<file path="config.mk">
export PLATFORM = sky130hd
export DESIGN_NAME = transmitter_tally_table
export DESIGN_NICKNAME = d
export VERILOG_FILES = /design/src/rtl/ttt_pkg.sv /design/src/rtl/transmitter_tally_table.sv
export SDC_FILE = /design/constraint.sdc
export NUM_CORES = 2
export LEC_CHECK = 0
export BUFFER_PORTS_ARGS = -buffer_cell sky130_fd_sc_hd__buf_2
export CAP_MARGIN = 20
export CORE_UTILIZATION = 62
export DETAILED_ROUTE_END_ITERATION = 6
export PLACE_DENSITY = 0.79
export SETUP_SLACK_MARGIN = 0.15
export SLEW_MARGIN = 20
export SYNTH_ARGS = -nofsm -noshare
export SYNTH_HDL_FRONTEND = slang
export SYNTH_SLANG_ARGS = --single-unit
export TNS_END_PERCENT = 20
</file>
<file path="constraint.sdc">
create_clock -name clk -period 13.6 [get_ports clk]
set_input_delay 2.04 -clock clk [delete_from_list [all_inputs] [get_ports clk]]
set_output_delay 2.04 -clock clk [all_outputs]
set_load 0.01 [all_outputs]
</file>
<file path="src/rtl/ttt_pkg.sv">
// Package for the transmitter tally table: outcome and type codes,
// register indexes, reset values and the table entry type.
// No dependencies.
package ttt_pkg;

  // Default table depth
  localparam int DEF_TABLE_ENTRIES = 32;

  // Field widths
  localparam int ADDR_W    = 48;
  localparam int FRAMES_W  = 32;
  localparam int RSSI_W    = 8;
  localparam int LEN_W     = 12;
  localparam int OUTCOME_W = 3;
  localparam int INDEX_W   = 5;
  localparam int USED_W    = 6;
  localparam int COUNT_W   = 32;
  localparam int TYPE_W    = 2;
  localparam int CFG_IDX_W = 1;

  // Configuration register indexes
  localparam logic [CFG_IDX_W-1:0] REG_CAPTURE_ENABLE = 1'b0;
  localparam logic [CFG_IDX_W-1:0] REG_MIN_LENGTH     = 1'b1;

  // Reset value of the minimum tabled length
  localparam logic [LEN_W-1:0] MIN_LEN_RESET = 12'd16;

  // Actions
  localparam logic ACT_FRAME = 1'b0;
  localparam logic ACT_CLEAR = 1'b1;

  // Frame types
  localparam logic [TYPE_W-1:0] FT_MGMT  = 2'd0;
  localparam logic [TYPE_W-1:0] FT_DATA  = 2'd1;
  localparam logic [TYPE_W-1:0] FT_CTRL  = 2'd2;
  localparam logic [TYPE_W-1:0] FT_OTHER = 2'd3;

  // Outcome codes
  localparam logic [OUTCOME_W-1:0] OC_IGNORED  = 3'd0;
  localparam logic [OUTCOME_W-1:0] OC_COUNTED  = 3'd1;
  localparam logic [OUTCOME_W-1:0] OC_HIT      = 3'd2;
  localparam logic [OUTCOME_W-1:0] OC_INSERTED = 3'd3;
  localparam logic [OUTCOME_W-1:0] OC_FULL     = 3'd4;
  localparam logic [OUTCOME_W-1:0] OC_CLEARED  = 3'd5;

  // One table entry
  typedef struct packed {
    logic [ADDR_W-1:0]          addr;
    logic [FRAMES_W-1:0]        frames;
    logic signed [RSSI_W-1:0]   rssi;
  } entry_t;

endpackage

</file>
<file path="src/rtl/transmitter_tally_table.sv">
// Transmitter tally table: per-type frame counters plus a searched table
// of transmitter addresses. Depends on ttt_pkg.
//
// Takes one frame descriptor (or a clear action) at a time and returns one
// result word for each. A single 48-bit address comparator walks the table
// memory one slot per cycle from slot 0, so the item time depends on how far
// the search goes: an ignored, cleared or untabled frame needs no search, a
// hit stops at the matching slot, an insert walks all entries_used slots
// (none when the table is empty) and a drop on a full table walks every slot.
// in_ready is high only between items. A finished result sits in an output
// register until taken, while the next item may already be accepted. The
// table needs no clearing pass: slots at or above entries_used are never
// compared.
module transmitter_tally_table #(
  parameter int TABLE_ENTRIES = ttt_pkg::DEF_TABLE_ENTRIES
) (
  input  logic                                clk,
  input  logic                                rst_n,
  // configuration
  input  logic                                cfg_valid,
  output logic                                cfg_ready,
  input  logic [ttt_pkg::CFG_IDX_W-1:0]       cfg_index,
  input  logic [ttt_pkg::LEN_W-1:0]           cfg_data,
  // input words
  input  logic                                in_valid,
  output logic                                in_ready,
  input  logic                                in_action,
  input  logic [ttt_pkg::TYPE_W-1:0]          in_frame_type,
  input  logic [ttt_pkg::LEN_W-1:0]           in_frame_length,
  input  logic [ttt_pkg::ADDR_W-1:0]          in_transmitter_address,
  input  logic signed [ttt_pkg::RSSI_W-1:0]   in_signal_strength,
  // result words
  output logic                                out_valid,
  input  logic                                out_ready,
  output logic [ttt_pkg::OUTCOME_W-1:0]       out_outcome,
  output logic [ttt_pkg::INDEX_W-1:0]         out_entry_index,
  output logic [ttt_pkg::FRAMES_W-1:0]        out_entry_frames,
  output logic signed [ttt_pkg::RSSI_W-1:0]   out_entry_best_rssi,
  output logic [ttt_pkg::USED_W-1:0]          out_entries_used,
  output logic [ttt_pkg::COUNT_W-1:0]         out_mgmt_count,
  output logic [ttt_pkg::COUNT_W-1:0]         out_data_count,
  output logic [ttt_pkg::COUNT_W-1:0]         out_ctrl_count,
  output logic [ttt_pkg::COUNT_W-1:0]         out_other_count
);

  localparam int IDX_W = (TABLE_ENTRIES > 1) ? $clog2(TABLE_ENTRIES) : 1;
  localparam int CNT_W = $clog2(TABLE_ENTRIES + 1);
  localparam logic [CNT_W-1:0] FULL_CNT = CNT_W'(TABLE_ENTRIES);

  // Sequencer states
  localparam logic [2:0] ST_IDLE   = 3'd0;
  localparam logic [2:0] ST_SEARCH = 3'd1;
  localparam logic [2:0] ST_UPDATE = 3'd2;
  localparam logic [2:0] ST_INSERT = 3'd3;
  localparam logic [2:0] ST_DONE   = 3'd4;

  logic [2:0]                           state_r, state_nxt;

  // Configuration
  logic                                 cap_en_r;
  logic [ttt_pkg::LEN_W-1:0]            min_len_r;

  // Counters and occupancy
  logic [ttt_pkg::COUNT_W-1:0]          type_cnt_r [4];
  logic [CNT_W-1:0]                     occ_r;

  // Latched item
  logic [ttt_pkg::ADDR_W-1:0]           addr_r;
  logic signed [ttt_pkg::RSSI_W-1:0]    rssi_r;

  // Table memory and its read port
  ttt_pkg::entry_t                      tbl_mem_r [TABLE_ENTRIES];
  ttt_pkg::entry_t                      rd_data_r;
  logic [IDX_W-1:0]                     rd_addr;
  logic                                 rd_en;
  logic                                 wr_en;
  logic [IDX_W-1:0]                     wr_addr;
  ttt_pkg::entry_t                      wr_data;

  // Search pointer
  logic [IDX_W-1:0]                     cmp_idx_r;
  logic                                 match;
  logic                                 last_slot;

  // Result being built
  logic [ttt_pkg::OUTCOME_W-1:0]        res_outcome_r;
  logic [IDX_W-1:0]                     res_idx_r;
  logic [ttt_pkg::FRAMES_W-1:0]         res_frames_r;
  logic signed [ttt_pkg::RSSI_W-1:0]    res_rssi_r;

  // Output register
  logic                                 out_valid_r;
  logic [ttt_pkg::OUTCOME_W-1:0]        out_outcome_r;
  logic [ttt_pkg::INDEX_W-1:0]          out_index_r;
  logic [ttt_pkg::FRAMES_W-1:0]         out_frames_r;
  logic signed [ttt_pkg::RSSI_W-1:0]    out_rssi_r;
  logic [ttt_pkg::USED_W-1:0]           out_used_r;
  logic [ttt_pkg::COUNT_W-1:0]          out_cnt_r [4];

  logic                                 in_fire;
  logic                                 out_free;
  logic                                 tabled;
  logic [ttt_pkg::FRAMES_W-1:0]         upd_frames;
  logic signed [ttt_pkg::RSSI_W-1:0]    upd_rssi;

  assign in_ready  = (state_r == ST_IDLE);
  assign cfg_ready = 1'b1;
  assign in_fire   = in_valid && in_ready;
  assign out_free  = !out_valid_r || out_ready;

  assign tabled = ((in_frame_type == ttt_pkg::FT_MGMT) ||
                   (in_frame_type == ttt_pkg::FT_DATA)) &&
                  (in_frame_length >= min_len_r);

  // Compare unit: one slot per cycle
  assign match     = (rd_data_r.addr == addr_r);
  assign last_slot = ((CNT_W'(cmp_idx_r) + CNT_W'(1)) == occ_r);

  // Hit update: saturating count, strongest signal
  assign upd_frames = (&rd_data_r.frames) ? rd_data_r.frames
                                          : rd_data_r.frames + 1'b1;
  assign upd_rssi   = (rssi_r > rd_data_r.rssi) ? rssi_r : rd_data_r.rssi;

  // Read address: slot 0 on accept, next slot while searching
  assign rd_addr = (state_r == ST_SEARCH) ? IDX_W'(cmp_idx_r + 1'b1) : '0;
  assign rd_en   = (state_r == ST_IDLE) || ((state_r == ST_SEARCH) && !match);

  // Memory write
  always_comb begin
    wr_en   = 1'b0;
    wr_addr = cmp_idx_r;
    wr_data = '{addr: addr_r, frames: upd_frames, rssi: upd_rssi};
    if (state_r == ST_UPDATE) begin
      wr_en = 1'b1;
    end else if (state_r == ST_INSERT) begin
      wr_en   = 1'b1;
      wr_addr = IDX_W'(occ_r);
      wr_data = '{addr: addr_r, frames: ttt_pkg::FRAMES_W'(1), rssi: rssi_r};
    end
  end

  always_ff @(posedge clk) begin
    if (wr_en) begin
      tbl_mem_r[wr_addr] <= wr_data;
    end
    if (rd_en) begin
      rd_data_r <= tbl_mem_r[rd_addr];
    end
  end

  // Next state
  always_comb begin
    state_nxt = state_r;
    unique case (state_r)
      ST_IDLE: begin
        if (in_fire) begin
          if (in_action == ttt_pkg::ACT_CLEAR || !cap_en_r || !tabled) begin
            state_nxt = ST_DONE;
          end else if (occ_r == '0) begin
            state_nxt = ST_INSERT;
          end else begin
            state_nxt = ST_SEARCH;
          end
        end
      end
      ST_SEARCH: begin
        if (match) begin
          state_nxt = ST_UPDATE;
        end else if (last_slot) begin
          state_nxt = (occ_r < FULL_CNT) ? ST_INSERT : ST_DONE;
        end
      end
      ST_UPDATE: state_nxt = ST_DONE;
      ST_INSERT: state_nxt = ST_DONE;
      ST_DONE:   if (out_free) state_nxt = ST_IDLE;
      default:   state_nxt = ST_IDLE;
    endcase
  end

  // Control registers
  always_ff @(posedge clk) begin
    if (!rst_n) begin
      state_r     <= ST_IDLE;
      cap_en_r    <= 1'b0;
      min_len_r   <= ttt_pkg::MIN_LEN_RESET;
      occ_r       <= '0;
      out_valid_r <= 1'b0;
      for (int i = 0; i < 4; i++) begin
        type_cnt_r[i] <= '0;
      end
    end else begin
      state_r <= state_nxt;

      if (cfg_valid && cfg_ready) begin
        unique case (cfg_index)
          ttt_pkg::REG_CAPTURE_ENABLE: cap_en_r  <= cfg_data[0];
          ttt_pkg::REG_MIN_LENGTH:     min_len_r <= cfg_data;
          default: ;
        endcase
      end

      if (in_fire) begin
        if (in_action == ttt_pkg::ACT_CLEAR) begin
          occ_r <= '0;
          for (int i = 0; i < 4; i++) begin
            type_cnt_r[i] <= '0;
          end
        end else if (cap_en_r) begin
          type_cnt_r[in_frame_type] <= type_cnt_r[in_frame_type] + 1'b1;
        end
      end

      if (state_r == ST_INSERT) begin
        occ_r <= occ_r + 1'b1;
      end

      // New word loads, else a taken word leaves
      if (state_r == ST_DONE && out_free) begin
        out_valid_r <= 1'b1;
      end else if (out_valid_r && out_ready) begin
        out_valid_r <= 1'b0;
      end
    end
  end

  // Datapath registers
  always_ff @(posedge clk) begin
    if (in_fire) begin
      addr_r       <= in_transmitter_address;
      rssi_r       <= in_signal_strength;
      cmp_idx_r    <= '0;
      res_idx_r    <= '0;
      res_frames_r <= '0;
      res_rssi_r   <= '0;
      if (in_action == ttt_pkg::ACT_CLEAR) begin
        res_outcome_r <= ttt_pkg::OC_CLEARED;
      end else if (!cap_en_r) begin
        res_outcome_r <= ttt_pkg::OC_IGNORED;
      end else begin
        res_outcome_r <= ttt_pkg::OC_COUNTED;
      end
    end

    unique case (state_r)
      ST_SEARCH: begin
        if (!match) begin
          if (!last_slot) begin
            cmp_idx_r <= cmp_idx_r + 1'b1;
          end else if (occ_r == FULL_CNT) begin
            res_outcome_r <= ttt_pkg::OC_FULL;
          end
        end
      end
      ST_UPDATE: begin
        res_outcome_r <= ttt_pkg::OC_HIT;
        res_idx_r     <= cmp_idx_r;
        res_frames_r  <= upd_frames;
        res_rssi_r    <= upd_rssi;
      end
      ST_INSERT: begin
        res_outcome_r <= ttt_pkg::OC_INSERTED;
        res_idx_r     <= IDX_W'(occ_r);
        res_frames_r  <= ttt_pkg::FRAMES_W'(1);
        res_rssi_r    <= rssi_r;
      end
      default: ;
    endcase

    // Load the output word
    if (state_r == ST_DONE && out_free) begin
      out_outcome_r <= res_outcome_r;
      out_index_r   <= ttt_pkg::INDEX_W'(res_idx_r);
      out_frames_r  <= res_frames_r;
      out_rssi_r    <= res_rssi_r;
      out_used_r    <= ttt_pkg::USED_W'(occ_r);
      for (int i = 0; i < 4; i++) begin
        out_cnt_r[i] <= type_cnt_r[i];
      end
    end
  end

  assign out_valid           = out_valid_r;
  assign out_outcome         = out_outcome_r;
  assign out_entry_index     = out_index_r;
  assign out_entry_frames    = out_frames_r;
  assign out_entry_best_rssi = out_rssi_r;
  assign out_entries_used    = out_used_r;
  assign out_mgmt_count      = out_cnt_r[0];
  assign out_data_count      = out_cnt_r[1];
  assign out_ctrl_count      = out_cnt_r[2];
  assign out_other_count     = out_cnt_r[3];

  // Checks
  a_occ_bound: assert property (@(posedge clk) disable iff (!rst_n)
    occ_r <= FULL_CNT)
    else $error("occupancy beyond table depth");

  a_search_in_range: assert property (@(posedge clk) disable iff (!rst_n)
    (state_r == ST_SEARCH) |-> (CNT_W'(cmp_idx_r) < occ_r))
    else $error("search pointer past occupied slots");

  a_clear_empties: assert property (@(posedge clk) disable iff (!rst_n)
    (in_fire && in_action == ttt_pkg::ACT_CLEAR) |=> (occ_r == '0))
    else $error("clear left table occupied");

  a_result_from_done: assert property (@(posedge clk) disable iff (!rst_n)
    $rose(out_valid_r) |-> $past(state_r == ST_DONE))
    else $error("result word raised outside done state");

  a_insert_has_room: assert property (@(posedge clk) disable iff (!rst_n)
    (state_r == ST_INSERT) |-> (occ_r < FULL_CNT))
    else $error("insert into full table");

endmodule
</file>
-- After elaboration in Yosys (flattened, before gate mapping)
Memory sizes are Yosys's and may differ from the RTL's. A register that Yosys moved wholly into a read port is not among the register bits.
Index checks and enable logic that the tools add are counted.
W data, S select, Z words.
- register bits: 186
- bits in read-only memories: 0
- latch bits: 0
- RAM bits: 3072
- input bits: 89
- memories: 3
- output and inout bits: 185
- memory list (name ; depth ; bits a word ; read ports ; clocked after memory_dff ; write ports ; line ; text):
    tbl_mem_r ; 32 ; 88 ; 1 ; 1 ; 1 ; transmitter_tally_table.sv:72 ; ttt_pkg::entry_t tbl_mem_r [TABLE_ENTRIES];
    out_cnt_r ; 4 ; 32 ; 4 ; 0 ; 4 ; transmitter_tally_table.sv:98 ; logic [ttt_pkg::COUNT_W-1:0] out_cnt_r [4];
    type_cnt_r ; 4 ; 32 ; 5 ; 0 ; 4 ; transmitter_tally_table.sv:64 ; logic [ttt_pkg::COUNT_W-1:0] type_cnt_r [4];
- mux-type cells: 60
- divide/modulo/power cells: 0
- shift-type cells: 0
- bitwise logic cells: 5
- equal/unequal tests: 11
- multipliers: 0
- $lt $le $gt $ge: 3
- reductions and logical operators: 28
- add/subtract/negate cells: 5
- operators with widths (kind ; count):
    $mux W32 ; 7
    $mux W40 ; 2
    $add A32 B1 Y32 const B ; 2
    $pmux W32 S2 ; 1
    $eq A48 B48 Y1 ; 1
    $mux W5 ; 8
    $mux W3 ; 11
    $reduce_and A32 Y1 ; 1
    $reduce_or A32 Y1 ; 1
    $mux W1 ; 20
    $mux W6 ; 3
    $mux W8 ; 2
    $pmux W8 S2 ; 1
    $ge A12 B12 Y1 ; 1
    $pmux W3 S4 ; 1
    $pmux W5 S2 ; 1
    $pmux W3 S3 ; 1
    $gt A8 B8 Y1 ; 1
    $add A5 B1 Y6 const B ; 1
    $add A6 B1 Y6 const B ; 1
    $eq A3 B2 Y1 const B ; 2
    $eq A6 B6 Y1 ; 1
    $eq A6 B6 Y1 const B ; 1
    $logic_not A6 Y1 ; 1
    other kinds (21) ; 40

-- Logic depth before layout (Yosys ltp)
- depth in word-level cells: 8
- depth in mapped cells: 11

-- Least setup slack after synthesis
No wires, ideal clock.
- path kind: input -> register
- start: in out_ready
- end: mem out_cnt_r[0][0] in the netlist's numbering (enable)
- required time: 12.851 ns
- path buffers: 0
- arrival time: 10.140 ns
- cell stages on the path: 2
- library setup time: 0.749 ns
- setup slack: 2.711 ns
- path through: nor2b_1 -> nor2b_1
- RTL lines (element ; line ; text):
    start, declared ; transmitter_tally_table.sv:34 ; input logic out_ready,
    end, declared ; transmitter_tally_table.sv:98 ;

-- Worst setup path in the final report
- start: reg cmp_idx_r[0]
- end: reg, netlist name rd_data_r[42]
- word-level cells in the longest chain between the ends: 2
- ends and longest elaborated chain (element ; line ; text):
    start, declared ; transmitter_tally_table.sv:81 ; logic [IDX_W-1:0] cmp_idx_r;
    start signal, assigned ; transmitter_tally_table.sv:248 ; cmp_idx_r <= cmp_idx_r + 1'b1;
    $add A5 B1 Y5 ; transmitter_tally_table.sv:125 ; assign rd_addr = (state_r == ST_SEARCH) ? IDX_W'(cmp_idx_r + 1'b1) : '0;
    $mux W5 ; transmitter_tally_table.sv:125 ;
No other way between the ends.
A chain may end at the register's enable or synchronous reset.

==> metrics.log <==
[metrics] worst vdd ir: 0.152 mV
[metrics] Detailed Route Iter0 Violations: 14552
[metrics] Critical Path End Type: register
[metrics] number of nets at the end of the flow: 7996
[metrics] number of distinct library cells after synthesis: 70
[metrics] Clock H-tree levels: 5
[metrics] number of remaining DRC errors: 2
[metrics] maximum fanout encountered on the critical timing path: 61
[metrics] NetSw: 4290 uW
[metrics] width of the die: 457 um
[metrics] WP data required: 14.32 ns
[metrics] vias per cell: 7.21
[metrics] Row Count: 166
[metrics] relative area change from synthesis to final layout: 12.2%
[metrics] cell count after synthesis: 7544
[metrics] Post-synth EDFFs: 3315
[metrics] initial cell density of the core: 62.6%
[metrics] number of top-level design ports: 274
[metrics] setup repair after global routing missed its margin: no
[metrics] top cells by area in the synthesized netlist: edfxtp_1, mux4_2, nand2_1
[metrics] final clock period utilization by the worst path: 45.9%
[metrics] number of standard cells in the layout, taps in and fillers out: 10816
[metrics] initial antenna violation count: 12
[metrics] global-route wire length before repair: 521000 um
[metrics] die height: 457 um
[metrics] GRT Util Overall: 34.9%
[metrics] clock buffer count from CTS: 337
[metrics] total setup buffers inserted after CTS: 0
[metrics] power density over cell area: 147 nW/um^2
[metrics] final weighted congestion in routability-driven placement: 0.894
[metrics] antenna-violating nets left: 0
[metrics] Worst setup SP type: register
[metrics] overall power consumption: 21100 uW
[metrics] drt total wl: 367000 um
[metrics] type of the most critical hold path: reg -> reg
[metrics] number of placed cells counting well taps: 10230
[metrics] leftover overflow at the end of global routing: 0
[metrics] mean cell area of the mapped netlist: 17.0 sq um
[metrics] Max Cap Viol: 0
[metrics] buffer cell driving the clock tree root: clkbuf_16
[metrics] # hold bufs at CTS: 0
[metrics] Crit Path Class: reg -> reg
[metrics] cell leakage power: 0.0459 uW
[metrics] Slew Limit Fails: 0
[metrics] total half-perimeter wirelength after legalization and detailed placement: 179000 um
[metrics] violated checks: DRC
[metrics] post-route design area: 144000 sq um
[metrics] Longest Clk Path Bufs: 4
[metrics] Clock Sinks: 3346
[metrics] relative contribution of the clock network to total power: 42.4%
[metrics] relative slew slack: 14.8%
[metrics] cell accounting for the most synthesized area: edfxtp_1
[metrics] cell area reported after detailed placement: 134000 sq um
[metrics] flip-flop and latch count after synthesis: 3346
[metrics] area fraction of the dominant cell type after synthesis: 77.4%
[metrics] Netlist Area Pre-Place: 129000 sq um
[metrics] WL/cell: 34.0 um
[metrics] final-report setup violation count: 0
[metrics] clock skew: 0.0740 ns
[metrics] die area: 209000 sq um
[metrics] pin count of the biggest net entering global routing: 166
[metrics] hold violation count in the final report: 0
[metrics] status: finished with violations
[metrics] Total Negative Setup Slacks: 0 ns
[metrics] maximum clock rate: 160 MHz
[metrics] sequential fraction of design power: 54.9%
[metrics] share of layout cells above drive strength 1: 16.1%
[metrics] transition time at the pin with the least slew margin: 1.27 ns
[metrics] total vias in the final route: 77945
[metrics] Top FF cell, synth: edfxtp_1
[metrics] number of global-route vias before repair: 76133
[metrics] endpoint arrival time on the critical path: 6.95 ns
[metrics] Port Buffer Count: 272
[metrics] quantity of gates resized following cts: 0
[metrics] Placeable Area: 205000 sq um
[metrics] post-synthesis sequential area ratio: 77.9%
[metrics] clock transition at the registers of the reported paths: 0.06 ns
[metrics] nets in the synthesized netlist: 7658
[metrics] number of warnings printed during yosys synthesis: 0
[metrics] final critical delay including setup and external delays: 6.24 ns
[metrics] CTS tree: built
[metrics] latest clock arrival within the worst-skew pair: 0.98 ns
[metrics] fraction of synthesis flops using an asynchronous set or reset pin: 0%
[metrics] Detailed Routing Iterations Pass 1: 7
[metrics] cell internal pwr: 16800 uW
[metrics] switching portion of total power: 20.3%
[metrics] Comb power frac: 2.6%
==> placed cells by master, fill, tap and decap left out, types with 26 or more instances in the layout <==
cell | synthesis | final
o32ai_1 | 118 | 118
mux4_2 | 285 | 285
buf_2 | 100 | 272
nor2_4 | 0 | 39
xor2_1 | 28 | 27
clkbuf_16 | 0 | 345
clkinv_1 | 0 | 73
o41ai_1 | 34 | 34
nand2_1 | 1004 | 989
dfxtp_1 | 31 | 30
o221ai_1 | 81 | 81
edfxtp_1 | 3315 | 3315
a21oi_1 | 382 | 382
a31oi_1 | 164 | 164
nor2_1 | 282 | 241
a221oi_1 | 33 | 33
bufinv_16 | 0 | 30
nor3_1 | 31 | 31
o21ai_0 | 117 | 117
o31ai_1 | 69 | 69
o311ai_0 | 26 | 26
o211ai_1 | 44 | 44
xnor2_1 | 89 | 85
a211oi_1 | 142 | 142
nand3_1 | 55 | 52
mux2i_1 | 174 | 174
a2111oi_0 | 39 | 38
clkbuf_1 | 329 | 60
nand4_1 | 27 | 27
inv_1 | 45 | 44
buf_4 | 6 | 195
o22ai_1 | 104 | 104
or3_1 | 45 | 45
clkinv_2 | 0 | 54
nor2b_1 | 35 | 34
==> final cells by class <==
type | count | area, sq um
Inverter | 46 | 178
Sequential cell | 3346 | 100000
Antenna cell | 3 | 7.51
Tap cell | 2688 | 3360
Multi-Input combinational cell | 3661 | 26700
Fill cell | 11854 | 61200
Clock buffer | 405 | 8860
Clock inverter | 177 | 1630
Timing Repair Buffer | 490 | 3290
==> path summary, 6_finish.rpt <==
kind | start | to | slack (ns) | cells after the start
worst max-delay path | cmp_idx_r[0] | rd_data_r[42] | 7.36 | 11
worst min-delay path | res_frames_r[18] | out_entry_frames[18] | 0.42 | 0
worst max register to register | cmp_idx_r[0] | rd_data_r[42] | 7.36 | 11
worst min register to register | res_frames_r[18] | out_entry_frames[18] | 0.42 | 0
==> synthesized netlist by cell type (all sizes together) (7+ instances only) <==
master and instances:
o21a 14, dfxtp 31, nand2 1005, edfxtp 3315, o22ai 104, or3 45, a311oi 22, o31ai 69
o32ai 118, nand2b 21, and4 11, nor2 282, a21boi 11, nor3 32, or4 17, nor2b 35
o211ai 44, buf 162, a211oi 142, nand4 27, clkbuf 329, ha 25, a221oi 33, o21ai 118
nand3 55, xor2 28, a211o 18, o221ai 81, o311ai 26, a21oi 382, mux2 8, o41ai 34
o311a 7, inv 46, a31oi 164, mux2i 174, nor4 13, mux4 285, and3 23, xnor2 89
a2111oi 39, a22o 9
==> worst max-delay path: stages (launching register included) <==
cell and delay (ns):
dfxtp_4 0.40, buf_4 0.61, ha_1 0.46, xnor2_2 0.13, nor2_4 0.73, buf_4 0.91, buf_4 0.91, buf_4 0.85
mux4_2 0.41, a211oi_1 0.24, a31oi_1 0.07, o21a_1 0.21
==> cell families (layout without fill, tap and decap cells) <==
| logic type | count (synthesis) | in the layout | share of synthesized area [%] |
|---|---|---|---|
| muxes | 467 | 467 | 6.42 |
| and+or+nand+nor | 1591 | 1591 | 5.23 |
| xor gates and xnor gates | 117 | 117 | 0.797 |
| AOI/OAI and AO/OA | 1460 | 1460 | 7.71 |
| DFF | 3346 | 3346 | 77.9 |
| other | 1 | 4 | 0.00292 |
| adders and majority gates | 25 | 25 | 0.243 |
| buffers and inverters | 537 | 1118 | 1.69 |
==> sequential cells by signal (all words and copies together) (netlist names), 5 cells and up <==
register	cells
tbl_mem_r	2816
out_cnt_r	128
type_cnt_r	128
rd_data_r	88
addr_r	48
out_entry_frames	32
res_frames_r	32
min_len_r	12
out_entry_best_rssi	8
res_rssi_r	8
rssi_r	8
occ_r	6
out_entries_used	6
cmp_idx_r	5
out_entry_index	5
res_idx_r	5
==> power by group through the flow <==
| stage | sequential, uW | clock (uW) | combinational, uW |
|---|---|---|---|
| global route | 11600 | 9360 | 578 |
| floorplan | 11900 | 0 | 222 |
| CTS | 11600 | 9000 | 542 |
| detailed placement | 11800 | 0 | 538 |
| global placement | 11800 | 0 | 522 |
| finish | 11600 | 8970 | 556 |
==> layer usage <==
metal  global-route usage (%)  part of all wire (%)  vias to the layer above  wire length (um)
met5                        0                 0.024                        -                87
met3                     8.84                    15                     1482             56500
met2                     53.2                    45                     7716            167000
li1                         -                     -                    30724                 -
met4                     21.4                   6.9                       14             25400
met1                     45.5                    32                    38009            118000
==> per-stage QoR <==
step	util, %	setup slack, ns	hold WS, ns
2_1_floorplan	-	2.71	0.400
3_3_place_gp	65.1	7.57	0.402
3_5_place_dp	65.1	7.49	0.405
4_1_cts	70.2	7.46	0.419
5_1_grt	70.2	7.20	0.422
6_report	70.2	7.36	0.418
(Power assumes the default switching activity.)
